==> src/design/w3r_pkg.sv <==
// Shared types, constants and a helper function for the WENO3 face reconstruction unit.
// Depends on nothing; every other design file but the checker refers to it by scoped names.

package w3r_pkg;

	// Reset value of the regularizer, about 1e-6 in unsigned Q0.32.
	localparam logic [31:0] EPS_RESET = 32'd4295;

	// Linear weight floor(2^31/3), used when both regularized indicators are zero.
	localparam logic [31:0] LIN_W0 = 32'd715827882;

	// Number of pipeline stages in the nonlinear weight path.
	localparam int WEIGHT_LAT = 42;

	// Number of restoring division steps after the leading quotient bit.
	localparam int DIV_STEPS = 31;

	// Status of the word queue between the front and back parts.
	typedef struct packed {
		logic full;
		logic empty;
	} q_status_t;

	// Bit length of a 16-bit chunk (zero for an all-zero chunk).
	function automatic logic [4:0] bitlen16(input logic [15:0] x);
		logic [4:0] r;
		r = '0;
		for (int i = 0; i < 16; i++) begin
			if (x[i]) begin
				r = 5'(i + 1);
			end
		end
		return r;
	endfunction

endpackage

==> src/design/w3r_front.sv <==
// Front part: accepts words, picks the upwind stencil and forms differences.
// Depends on w3r_pkg for the queue status struct.

module w3r_front #(
	parameter int SAMPLE_WIDTH = 32
) (
	input  logic                           clk,
	input  logic                           arst_n,
	input  logic                           in_valid,
	output logic                           in_stall,
	input  logic signed [SAMPLE_WIDTH-1:0] cell_left,
	input  logic signed [SAMPLE_WIDTH-1:0] cell_center,
	input  logic signed [SAMPLE_WIDTH-1:0] cell_right,
	input  logic signed [SAMPLE_WIDTH-1:0] cell_far_right,
	input  logic                           direction,
	input  w3r_pkg::q_status_t             q_status,
	output logic                           push,
	output logic [4*SAMPLE_WIDTH+4:0]      push_data
);

	localparam int W  = SAMPLE_WIDTH;
	localparam int DW = W + 1;
	localparam int FW = W + 2;

	logic                 fen;
	logic                 valid_s1;
	logic                 valid_s2;
	logic signed [DW-1:0] d0_s1;
	logic signed [DW-1:0] d1_s1;
	logic signed [DW-1:0] h1_s1;
	logic [DW-1:0]        m0_s2;
	logic [DW-1:0]        m1_s2;
	logic signed [FW-1:0] dif_s2;
	logic signed [DW-1:0] h1_s2;
	logic signed [W-1:0]  sa;
	logic signed [W-1:0]  sb;
	logic signed [W-1:0]  sc;

	// The front advances unless its last stage holds a word the queue cannot take.
	assign fen      = !(valid_s2 && q_status.full);
	assign in_stall = !fen;
	assign push     = valid_s2;
	assign push_data = {h1_s2, dif_s2, m1_s2, m0_s2};

	// Stencil selection: mirrored for negative upwinding.
	always_comb begin
		if (direction) begin
			sa = cell_far_right;
			sb = cell_right;
			sc = cell_center;
		end else begin
			sa = cell_left;
			sb = cell_center;
			sc = cell_right;
		end
	end

	// Valid bits of the two front stages.
	always_ff @(posedge clk or negedge arst_n) begin
		if (!arst_n) begin
			valid_s1 <= 1'b0;
			valid_s2 <= 1'b0;
		end else if (fen) begin
			valid_s1 <= in_valid;
			valid_s2 <= valid_s1;
		end
	end

	// Stage one forms the stencil differences and the right candidate sum.
	// Stage two takes magnitudes and the candidate difference 2b - a - c.
	always_ff @(posedge clk) begin
		if (fen) begin
			d0_s1  <= DW'(sa) - DW'(sb);
			d1_s1  <= DW'(sb) - DW'(sc);
			h1_s1  <= DW'(sb) + DW'(sc);
			m0_s2  <= d0_s1[DW-1] ? DW'(-d0_s1) : DW'(d0_s1);
			m1_s2  <= d1_s1[DW-1] ? DW'(-d1_s1) : DW'(d1_s1);
			dif_s2 <= FW'(d1_s1) - FW'(d0_s1);
			h1_s2  <= h1_s1;
		end
	end

endmodule

==> config.mk <==
export PLATFORM = sky130hd
export DESIGN_NAME = w3r_front
export DESIGN_NICKNAME = d
export VERILOG_FILES = /design/src/design/w3r_pkg.sv /design/src/design/w3r_front.sv
export SDC_FILE = /design/constraint.sdc
export NUM_CORES = 1
export LEC_CHECK = 0
export ABC_AREA = 1
export BUFFER_PORTS_ARGS = -buffer_cell sky130_fd_sc_hd__buf_2
export CORE_UTILIZATION = 54
export DETAILED_ROUTE_END_ITERATION = 6
export GPL_ROUTABILITY_DRIVEN = 1
export PLACE_DENSITY_LB_ADDON = 0.1
export SLEW_MARGIN = 15
export SYNTH_ARGS = -nofsm -noshare
export SYNTH_HDL_FRONTEND = slang
export SYNTH_SLANG_ARGS = --single-unit
==> constraint.sdc <==
create_clock -name clk -period 6.8 [get_ports clk]
set_input_delay 1.02 -clock clk [delete_from_list [all_inputs] [get_ports clk]]
set_output_delay 1.02 -clock clk [all_outputs]
set_load 0.02 [all_outputs]
After elaboration in Yosys (flattened, before gate mapping). Index checks and enable logic that the tools add are counted.

Flip-flop bits (word level): 234. Bits of input ports: 134.

$add $sub $neg: 6. Mux-type cells: 5. Reductions and logical operators: 1.

Operator list (count): 2-to-1 mux 32 bit (5); negator 33 bit (2); subtractor 32 x 32 -> 33 bit (2); subtractor 33 x 33 -> 34 bit (1); adder 32 x 32 -> 33 bit (1); logical AND 1 bit (1).

Longest topological paths before layout.
Word-level depth: 2. Mapped depth: 21.

Worst setup path before layout. Ideal clock, no wire load.

Kind: in2out. Start point: input q_status[1] (netlist bit). End point: output in_stall. Arrival: 6.886 ns. Required time: 5.780 ns. Setup slack: -1.106 ns. Stages: 2. Cells stage by stage: nand2_1 > inv_1.

Longest elaborated chain between the ends: 1.

Ends and longest elaborated chain: from (decl) (RTL line w3r_front.sv:16) `input w3r_pkg::q_status_t q_status,`; logical AND 1 bit (RTL line w3r_front.sv:40) `assign fen = !(valid_s2 && q_status.full);`; to (decl) (RTL line w3r_front.sv:10) `output logic in_stall,`.

No other way between the ends.

Worst setup path in the final report.
Start point: input direction. End point: register d0_s1[22] (data pin).

Longest elaborated chain between the ends: 2. Elaborated cells between the ends (all ways): 3. Those cells by class: add/sub (1); mux (2).

Ends and longest elaborated chain: from (decl) (RTL line w3r_front.sv:15) `input logic direction,`; 2-to-1 mux 32 bit (RTL line w3r_front.sv:47) `if (direction) begin`; subtractor 32 x 32 -> 33 bit (*) (RTL line w3r_front.sv:73) `d0_s1 <= DW'(sa) - DW'(sb);`; to (signal assigned) (RTL line w3r_front.sv:73); to (decl) (RTL line w3r_front.sv:28) `logic signed [DW-1:0] d0_s1;`.

Mark *: on every way between the ends. The rest lies on a longest branch, timed or not. A chain may end at the register's enable or synchronous reset.

==> metrics <==
CP Cell Sequence buf_2 > inv_2 > or2_2 > o21ai_0 > inv_1 > fa_1 > inv_1 > nand3_1 > nand2_1 > nand3_1 > nand2_1 > nand2_1 > nand2_2 > nand2_1 > nand3_1 > nand2_1; Arr. time, crit path approximately 4.5 ns; via density per instance 5.438; Post-Route WL 62.32 mm; synthesized cell area 0.01969 mm^2; Crit path top cell by count nand2_1; fin area 0.02205 mm^2; worst hold-check path type in -> async; Final Util 61.70%; Std-Cell Rows 69; synth cell count leaders 857 x nand2_1, 471 x inv_1, 248 x nor2_1; vias in the first global route 17520; Synth top area share 35.08%; ant diodes 0; largest net degree at the start of global routing 151; Die X 192.9 um; area grow syn2layout 12.02%; crit path max-delay cell type fa_1; IO buf count roughly 270; CTS max path bufs 3; CTS Sinks 232; antenna violations before repair 2; RSZ-0062 raised after global routing no; core area 0.03574 mm^2; placed cell area 0.02130 mm^2; status finished, violations left; first-pass GRT wire length 94.63 mm; Fin. Hold Viols 0; maximum vdd drop 293.4 uV; total gr overflow 0; max_slew headroom 29.71%; Power, Total about 7.2 mW; CP max FO 66; Num CTS Buffers 25; clock root buffer master clkbuf_16; initial drt markers 1668; syn_nets 3052; CP Class in -> reg; Post-synth EDFFs 230; post-CTS sizing 0; Crit path max-delay family simple AND/OR/NAND/NOR gates; H-tree Lvls 1; Worst setup SP type primary input; synth warn 0; Die Area 0.03723 mm^2; Remaining DRCs 24; Vias 19060; fmax 240.3 MHz; chip height 192.9 um; clk_skew 0.02378 ns; r2r worst-path depth 9; period utilisation layout 61.21%; Clock Latency Late Sink 0.56 ns; setup violators final 0; CP max stage delay 0.55 ns; Pwr Density between 300 and 400 mW/mm^2; share of layout cells above drive strength 1 14.22%; FF-to-FF End dif_s2[33]; Hold WS 0.2569 ns; GRT Resource Usage Total around 34%; Reg-to-Reg Start d0_s1[32]; Initial Utilization 55.08%; WP data required 7.09 ns; ANT nets after route 0; Mapped Cells approximately 2800; WL/cell 17.78 um; RD Place Congestion 0.9990; count leader, synth nand2_1; share of synthesized registers carrying an async set or reset 0.8621%; DRT Pass-1 Iters 7; synthesis-stage register bit count about 230; fin. max-slew vios 0; area leader, netlist edfxtp_1; Synth area leaders edfxtp_1 35%, nand2_1 16%, inv_1 9.0%, ha_1 8.3%, nor2_1 4.7%; reported max-cap violation count 0; CP Capture Type flip-flop; Post-CTS Setup Bufs 0; Period minus WS final 4.162 ns; hold_buf cts 0; # nets final approximately 3300; Synth Area per Inst between 7 and 8 um^2; I/O Pins between 200 and 300; reg2reg setup slack ~3.7 ns; post-synthesis sequential area ratio a little over a third; Worst-Margin Slew 1.043 ns; failing checks design-rule violations; CTS tree done; synth unique cells 46; Leakage 11.39 nW; CTS clock-pin slew for the worst setup and hold paths 0.06 ns; sum of negative setup slack 0 ns; Post-DP HPWL 52.23 mm; Buf/Inv on CP 4; Top FF cell, synth edfxtp_1
worst max path at each step:
stage | startpoint | to | slack (ns) | cells after the start
floorplan | q_status[1] | in_stall | 1.38 | 2
global placement | direction | d0_s1[32] | 2.20 | 16
detailed placement | direction | d0_s1[22] | 2.11 | 16
CTS | direction | d0_s1[22] | 2.67 | 16
global route | direction | d0_s1[28] | 2.40 | 16
finish | direction | d0_s1[22] | 2.64 | 16
cell type report:
| cell class | instances | area [um^2] |
|---|---|---|
| clock buffer | 32 | 651.9 |
| clock inverter | 13 | 106.4 |
| fill | 3350 | 13690 |
| inverter | 477 | 1790 |
| multi-input combinational | 2017 | 10580 |
| sequential | 232 | 6957 |
| tap | 461 | 576.8 |
| timing repair buffer | 273 | 1394 |
where the power goes:
group	leakage, nW	switching, mW	total (mW)	internal (mW)
Sequential	2.36	0.288	2.53	2.24
Clock	0.360	0.558	1.28	0.718
Combinational	8.66	2.33	3.36	1.03
cells in the final DEF, fill, tap and decap left out, drive strengths merged, types with 2 or more instances in the layout:
master,netlist,routed
inv,476,477
buf,41,273
or2,65,65
clkbuf,17,32
clkinvlp,0,3
xor2,95,95
nor2,270,270
dfrtp,2,2
nor4,7,7
ha,130,130
fa,4,4
o21bai,13,13
and2,3,3
o211ai,3,3
o21ai,167,167
edfxtp,230,230
nand3b,8,8
clkinv,1,9
xnor2,12,12
a21oi,141,141
nand3,130,130
nand2,873,873
nand4,37,37
nor3,50,50
a21o,3,3
through the flow:
| step | std cells | worst slack, ns |
|---|---|---|
| finish | 3505 | 2.638 |
| global route | 3505 | 2.399 |
| floorplan | 2784 | 1.385 |
| global placement | 3460 | 2.201 |
| CTS | 3505 | 2.671 |
| detailed placement | 3460 | 2.114 |
cells by family (layout without fill, tap and decap cells):
logic type | Yosys count | in the layout | share of synthesized area (%)
XOR/XNOR | 107 | 107 | 4.760
adder cells (fa/ha/maj) | 134 | 134 | 8.669
flip-flops | 232 | 232 | 35.34
buffers and inverters | 535 | 795 | 11.02
AO/OA/AOI/OAI | 332 | 332 | 8.859
AND/OR/NAND/NOR | 1443 | 1443 | 31.31
multiplexers | 1 | 1 | 0.05084
flip-flops by register name, indices dropped and copies added, names as in the netlist:
signal / flops
h1_s2: 32
d0_s1: 33
dif_s2: 34
m1_s2: 33
d1_s1: 33
h1_s1: 32
push: 1
m0_s2: 33
valid_s1: 1
metal layers:
layer	vias up	wire, um	share of wire, %	GRT usage [%]
li1	9359	-	-	-
met5	-	0	0	0
met3	155	4455	7.1	4.217
met2	872	28690	46	56.12
met4	0	3063	4.9	15.69
met1	8674	26120	42	43.36
(Power assumes the default switching activity.)
