$ cat src/design/w3r_pkg.sv
// Shared types, constants and a helper function for the WENO3 face reconstruction unit.
// Depends on nothing; every other design file but the checker refers to it by scoped names.

package w3r_pkg;

	// Reset value of the regularizer, about 1e-6 in unsigned Q0.32.
	localparam logic [31:0] EPS_RESET = 32'd4295;

	// Linear weight floor(2^31/3), used when both regularized indicators are zero.
	localparam logic [31:0] LIN_W0 = 32'd715827882;

	// Number of pipeline stages in the nonlinear weight path.
	localparam int WEIGHT_LAT = 42;

	// Number of restoring division steps after the leading quotient bit.
	localparam int DIV_STEPS = 31;

	// Status of the word queue between the front and back parts.
	typedef struct packed {
		logic full;
		logic empty;
	} q_status_t;

	// Bit length of a 16-bit chunk (zero for an all-zero chunk).
	function automatic logic [4:0] bitlen16(input logic [15:0] x);
		logic [4:0] r;
		r = '0;
		for (int i = 0; i < 16; i++) begin
			if (x[i]) begin
				r = 5'(i + 1);
			end
		end
		return r;
	endfunction

endpackage

$ cat src/design/w3r_queue.sv
// Small register FIFO that decouples the front part from the back part.
// Depends on w3r_pkg for the status struct.

module w3r_queue #(
	parameter int WIDTH = 32,
	parameter int DEPTH = 4
) (
	input  logic                 clk,
	input  logic                 arst_n,
	input  logic                 push,
	input  logic [WIDTH-1:0]     push_data,
	input  logic                 pop,
	output logic [WIDTH-1:0]     head,
	output w3r_pkg::q_status_t   status
);

	localparam int AW = (DEPTH > 1) ? $clog2(DEPTH) : 1;
	localparam int CW = $clog2(DEPTH + 1);

	logic [WIDTH-1:0] mem_q [DEPTH];
	logic [AW-1:0]    wr_ptr_q;
	logic [AW-1:0]    rd_ptr_q;
	logic [CW-1:0]    count_q;
	logic             do_push;
	logic             do_pop;

	// A push is refused while full; a pop is refused while empty.
	assign do_push = push && !status.full;
	assign do_pop  = pop && !status.empty;

	assign status.full  = (count_q == CW'(DEPTH));
	assign status.empty = (count_q == '0);
	assign head         = mem_q[rd_ptr_q];

	// Storage for queued words; no reset needed.
	always_ff @(posedge clk) begin
		if (do_push) begin
			mem_q[wr_ptr_q] <= push_data;
		end
	end

	// Pointers and fill count.
	always_ff @(posedge clk or negedge arst_n) begin
		if (!arst_n) begin
			wr_ptr_q <= '0;
			rd_ptr_q <= '0;
			count_q  <= '0;
		end else begin
			if (do_push) begin
				wr_ptr_q <= (wr_ptr_q == AW'(DEPTH - 1)) ? '0 : wr_ptr_q + AW'(1);
			end
			if (do_pop) begin
				rd_ptr_q <= (rd_ptr_q == AW'(DEPTH - 1)) ? '0 : rd_ptr_q + AW'(1);
			end
			if (do_push && !do_pop) begin
				count_q <= count_q + CW'(1);
			end else if (do_pop && !do_push) begin
				count_q <= count_q - CW'(1);
			end
		end
	end

endmodule

$ cat config.mk
export PLATFORM = sky130hd
export DESIGN_NAME = w3r_queue
export DESIGN_NICKNAME = d
export VERILOG_FILES = /design/src/design/w3r_pkg.sv /design/src/design/w3r_queue.sv
export SDC_FILE = /design/constraint.sdc
export NUM_CORES = 1
export LEC_CHECK = 0
export BUFFER_PORTS_ARGS = -buffer_cell sky130_fd_sc_hd__buf_2
export CELL_PAD_IN_SITES_DETAIL_PLACEMENT = 0
export CELL_PAD_IN_SITES_GLOBAL_PLACEMENT = 1
export CORE_MARGIN = 2
export CORE_UTILIZATION = 53
export CTS_CLUSTER_SIZE = 20
export DETAILED_ROUTE_END_ITERATION = 10
export PLACE_DENSITY = 0.86
export SLEW_MARGIN = 20
export SYNTH_ARGS = -nofsm -noshare
export SYNTH_HDL_FRONTEND = slang
export SYNTH_SLANG_ARGS = --single-unit
$ cat constraint.sdc
create_clock -name clk -period 3.9 [get_ports clk]
set_input_delay 0.195 -clock clk [delete_from_list [all_inputs] [get_ports clk]]
set_output_delay 0.195 -clock clk [all_outputs]
set_load 0.05 [all_outputs]
### After elaboration in Yosys (flattened, before gate mapping)

Memory sizes are Yosys's and may differ from the RTL's.
Index checks and enable logic that the tools add are counted.

| word-level totals | value |
|---|---|
| logic and storage cells | 27 |
| memories kept | 1 |
| output and inout port bits | 34 |
| bits in registers | 7 |
| bits in writable memories | 128 |

Memories:

| name | depth | bits a word | read ports | clocked after Yosys merged registers in | write ports | RTL line | source |
|---|---|---|---|---|---|---|---|
| mem_q | 4 | 32 | 1 | 0 | 1 | w3r_queue.sv:20 | `logic [WIDTH-1:0] mem_q [DEPTH];` |

| operators by class | value |
|---|---|
| multiplexer cells | 6 |
| equal/unequal tests | 3 |
| reductions and logical operators | 10 |
| add/sub/neg operators | 4 |

Operators by type and width:

| cell | count |
|---|---|
| two-way mux 3 bit | 2 |
| adder 2 x 1 -> 2 bit, second input constant | 2 |
| == test 2 bit, second input constant | 2 |
| logical AND 1 bit | 4 |
| logical NOT 1 bit | 4 |
| two-way mux 2 bit | 2 |
| adder 3 x 1 -> 3 bit, second input constant | 1 |
| == test 3 bit, second input constant | 1 |
| logical NOT 3 bit | 1 |
| subtractor 3 x 1 -> 3 bit, second input constant | 1 |
| two-way mux 1 bit | 2 |
| nonzero test 2 bit | 1 |

### Logic depth before layout (Yosys ltp)

| depth | value |
|---|---|
| depth in word-level cells | 7 |
| depth in mapped cells | 9 |
| depth with buffers taken out | 8 |

### Worst setup path after synthesis

No wires, ideal clock.

| timing | value |
|---|---|
| path kind | reg2reg |
| start | reg count_q[0] |
| end | reg count_q[1] |
| setup slack | 1418 ps |
| stages on the path, launching flop included | 8 |
| data arrival time | 2358 ps |
| path buffers | 1 |
| period minus slack after synthesis | 2482 ps |
| path through | dfrtp_1 > nor3b_2 > nor2b_1 > buf_2 > ha_1 > inv_1 > fa_1 > mux2_2 |

RTL lines:

| what | RTL line | source |
|---|---|---|
| start, declared | w3r_queue.sv:23 | `logic [CW-1:0] count_q;` |
| start signal, assigned | w3r_queue.sv:56 | `count_q <= count_q + CW'(1);` |
| start signal, assigned | w3r_queue.sv:58 | `count_q <= count_q - CW'(1);` |

### Worst setup path in the final report

| timing | value |
|---|---|
| start | reg rd_ptr_q[0] |
| end | out head[19] |

| on the way | value |
|---|---|
| word-level cells in the longest chain between the ends | 1 |

RTL lines:

| what | RTL line | source |
|---|---|---|
| start, declared | w3r_queue.sv:22 | `logic [AW-1:0] rd_ptr_q;` |
| start signal, assigned | w3r_queue.sv:53 | `rd_ptr_q <= (rd_ptr_q == AW'(DEPTH - 1)) ? '0 : rd_ptr_q + AW'(1);` |
| memory (4 x 32 bit) | - |  |
| end, declared | w3r_queue.sv:13 | `output logic [WIDTH-1:0] head,` |

No other way between the ends.

==> summary.md <==
| Metric | Value |
|---|---|
| Most frequent cells in the layout | `edfxtp_1, buf_2, dlygate4sd3_1` |
| Net Sw Frac | `36.68%` |
| # setup viols final | `0` |
| Clock power frac | `27.3%` |
| Final period utilization | `69.69%` |
| Syn_area_per_cell | `24.66 µm²` |
| H-tree depth | `4` |
| # rows | `35` |
| Vias in the first global route | `2585` |
| Yosys reg bits | `135` |
| Final hold vios | `0` |
| DP HPWL | `4890 µm` |
| Clock root buffer | `clkbuf_8` |
| Die ar. | `10340 µm²` |
| Vias per Instance | `5.306` |
| Layout cells sized above 1 | `42.77%` |
| Antenna Cells | `0` |
| Post-CTS Resized | `0` |
| First DRT Iteration DRCs | `92` |
| Residual DRC count | `0` |
| Post-Syn Nets | `248` |
| Commonest non-fill, non-tap cell in the layout | `edfxtp_1` |
| Run status | `complete, no violations` |
| Worst-Margin Slew | `0.8872 ns` |
| FF-to-FF path depth | `3` |
| Worst Setup Path Type | `reg2out` |
| First-pass GRT wire length | `13370 µm` |
| Clk buf depth | `2` |
| Setup repair bufs after CTS | `0` |
| Synth warn | `0` |
| MaxCap Viol Count | `0` |
| PwrDens | `864.0 nW/µm²` |
| Placed cell area | `5534 µm²` |
| Largest net degree at the start of global routing | `33` |
| Io pins | `70` |
| Logic pwr share | `34.7%` |
| Largest area contributor in the netlist | `edfxtp_1` |
| Synth Cell Area | `5056 µm²` |
| Clock slew at reported path FFs | `0.06 ns` |
| TritonCTS buffer count | `17` |
| CP Launch Type | `flip-flop` |
| Number of fill cells | `558` |
| Multi-input logic area | `980.9 µm²` |
| Routed Antenna Nets | `0` |
| Die X | `101.7 µm` |
| Delay of the slowest critical-path stage | `0.86 ns` |
| Relative slew slack | `40.86%` |
| Register Area | `4020 µm²` |
| Fin Setup TNS | `0 ns` |
| Gr ovfl total | `0` |
| Switching Power | `2.041 mW` |
| Drt wl/cell | `18.69 µm` |
| Clock Skew | `0.01535 ns` |
| Sequential area share after synthesis | `79.49%` |
| Final Instance Area | `6440 µm²` |
| Post-layout min period | `2.718 ns` |
| CTS tree | `built` |
| Crit path cell chain | `buf_4, mux4_2, buf_2` |
| DRT Pass-1 Iters | `7` |
| Min-Delay Path Class | `in2async` |
| Worst R2R End | `mem_q[3][16]` |
| Synthesized instance count | `205` |
| CTS sink cnt | `135` |
| Final Max Slew Viols | `0` |
| Sequential Power Share | `37.9%` |
| Dominant cells by area after synthesis | `edfxtp_1, mux4_2, dfrtp_1` |
| VDD IR max | `0.4578 mV` |
| Area growth syn-to-layout | `27.37%` |
| IO buf count | `69` |
| Critical path's slowest cell | `dfrtp_2` |
| Peak Freq | `0.3680 GHz` |
| RSZ-0062 raised after global routing | `no` |
| Die Y | `101.7 µm` |
| Critical Path RT | `3.70 ns` |
| GPL Wtd Cong | `0.6861` |
| Internal power | `3.523 mW` |
| Core ar. | `9240 µm²` |
| FF-to-FF setup slack | `1.62 ns` |
| Overall global routing resource usage | `18.29%` |
| Crit Path Max Fanout | `24` |
| WP data arrival | `2.52 ns` |
| Vias post-DR | `2446` |
| Antenna violations before repair | `0` |
| Leak | `2.289 nW` |
| Netlist cell types | `20` |
| Synth top area share | `76.02%` |
| FF-to-FF Start | `count_q[2]` |
| Clk_lat worst skew | `0.50 ns` |
| Layout Nets | `362` |
| Worst setup EP type | `output pin` |
| Initial Utilization | `54.72%` |
| Total Wirelength | `8616 µm` |
[worst max-delay path by stage]
stage | from | to | depth (start not counted) | slack, ns
after floorplan | count_q[0] | count_q[1] | 7 | 1.42
after global placement | rd_ptr_q[0] | head[29] | 3 | 1.63
after detailed placement | rd_ptr_q[0] | head[19] | 3 | 1.61
after CTS | rd_ptr_q[0] | head[19] | 3 | 1.07
after global routing | rd_ptr_q[0] | head[29] | 3 | 0.95
final | rd_ptr_q[0] | head[19] | 3 | 1.18
[Yosys cell counts, drive strengths merged]
| master | n |
|---|---|
| dfrtp | 7 |
| xnor2 | 1 |
| a21o | 1 |
| o31ai | 1 |
| ha | 6 |
| nor3b | 1 |
| xor2 | 2 |
| nor3 | 2 |
| nor2b | 1 |
| buf | 7 |
| inv | 3 |
| mux4 | 32 |
| fa | 1 |
| mux2 | 4 |
| clkbuf | 2 |
| nor2 | 2 |
| edfxtp | 128 |
| and2 | 4 |
[metal layers]
layer	wire [µm]	track usage, %	up-vias
met5	0	0	-
met4	45	5.613	0
met3	459	6.556	6
met2	4422	29.91	85
met1	3689	23.28	1263
li1	-	-	1092
[state kept, by name, summed over array words and instances, names as in the netlist]
name / cells
wr_ptr_q: 2
count_q: 3
mem_q: 128
rd_ptr_q: 2
[area by class of cell]
type                            count  share of cell area (%)
Multi-Input combinational cell     58                   15.23
Tap cell                          129                   2.506
Clock inverter                     15                   2.506
Sequential cell                   135                   62.42
Inverter                            3                  0.1749
Clock buffer                       17                   6.431
Timing Repair Buffer              104                   10.72
[through the flow]
| stage | power, mW | worst slack [ns] | hold WS, ns | cells | utilization (%) |
|---|---|---|---|---|---|
| 5_1_grt | 5.813 | 0.9485 | 0.04586 | 461 | 69.70 |
| 2_1_floorplan | 3.655 | 1.418 | -0.1006 | 205 | - |
| 3_3_place_gp | 4.039 | 1.629 | 0.04333 | 396 | 59.89 |
| 4_1_cts | 5.635 | 1.066 | 0.03823 | 461 | 69.70 |
| 3_5_place_dp | 4.072 | 1.608 | 0.04552 | 396 | 59.89 |
| 6_report | 5.564 | 1.182 | 0.05229 | 461 | 69.70 |
[cells by family (layout without fill, tap and decap cells)]
| kind of cell | after synthesis | count (layout) | share of synthesized area, % |
|---|---|---|---|
| flip-flops | 135 | 135 | 79.49 |
| multiplexers | 36 | 36 | 15.29 |
| buffers and inverters | 12 | 139 | 1.213 |
| AND/OR/NAND/NOR | 10 | 10 | 1.213 |
| adder cells (fa/ha/maj) | 7 | 7 | 1.881 |
| XOR/XNOR | 3 | 3 | 0.5198 |
| AO/OA/AOI/OAI | 2 | 2 | 0.3960 |
[power by group through the flow]
stage               registers [mW]  logic [mW]  clock network (mW)
finish                        2.11        1.93                1.52
global route                  2.15        2.05                1.61
detailed placement            2.14        1.93                   0
floorplan                     2.02        1.63                   0
CTS                           2.12        1.97                1.55
global placement              2.12        1.92                   0
[worst max-delay path, delay by kind of cell, from the launching register on]
| kind | cells | cell delay (ns) |
|---|---|---|
| flip-flops | 1 | 0.86 |
| multiplexers | 1 | 0.54 |
| buffers and inverters | 2 | 0.62 |
[timing repair]
item / 4_1_cts / 5_1_grt
endpoints found under the hold margin: 135 / 0
hold buffers: 33 / 0
setup endpoints to repair: 0 / 0
Note: power is estimated with default switching activity, not from simulation.
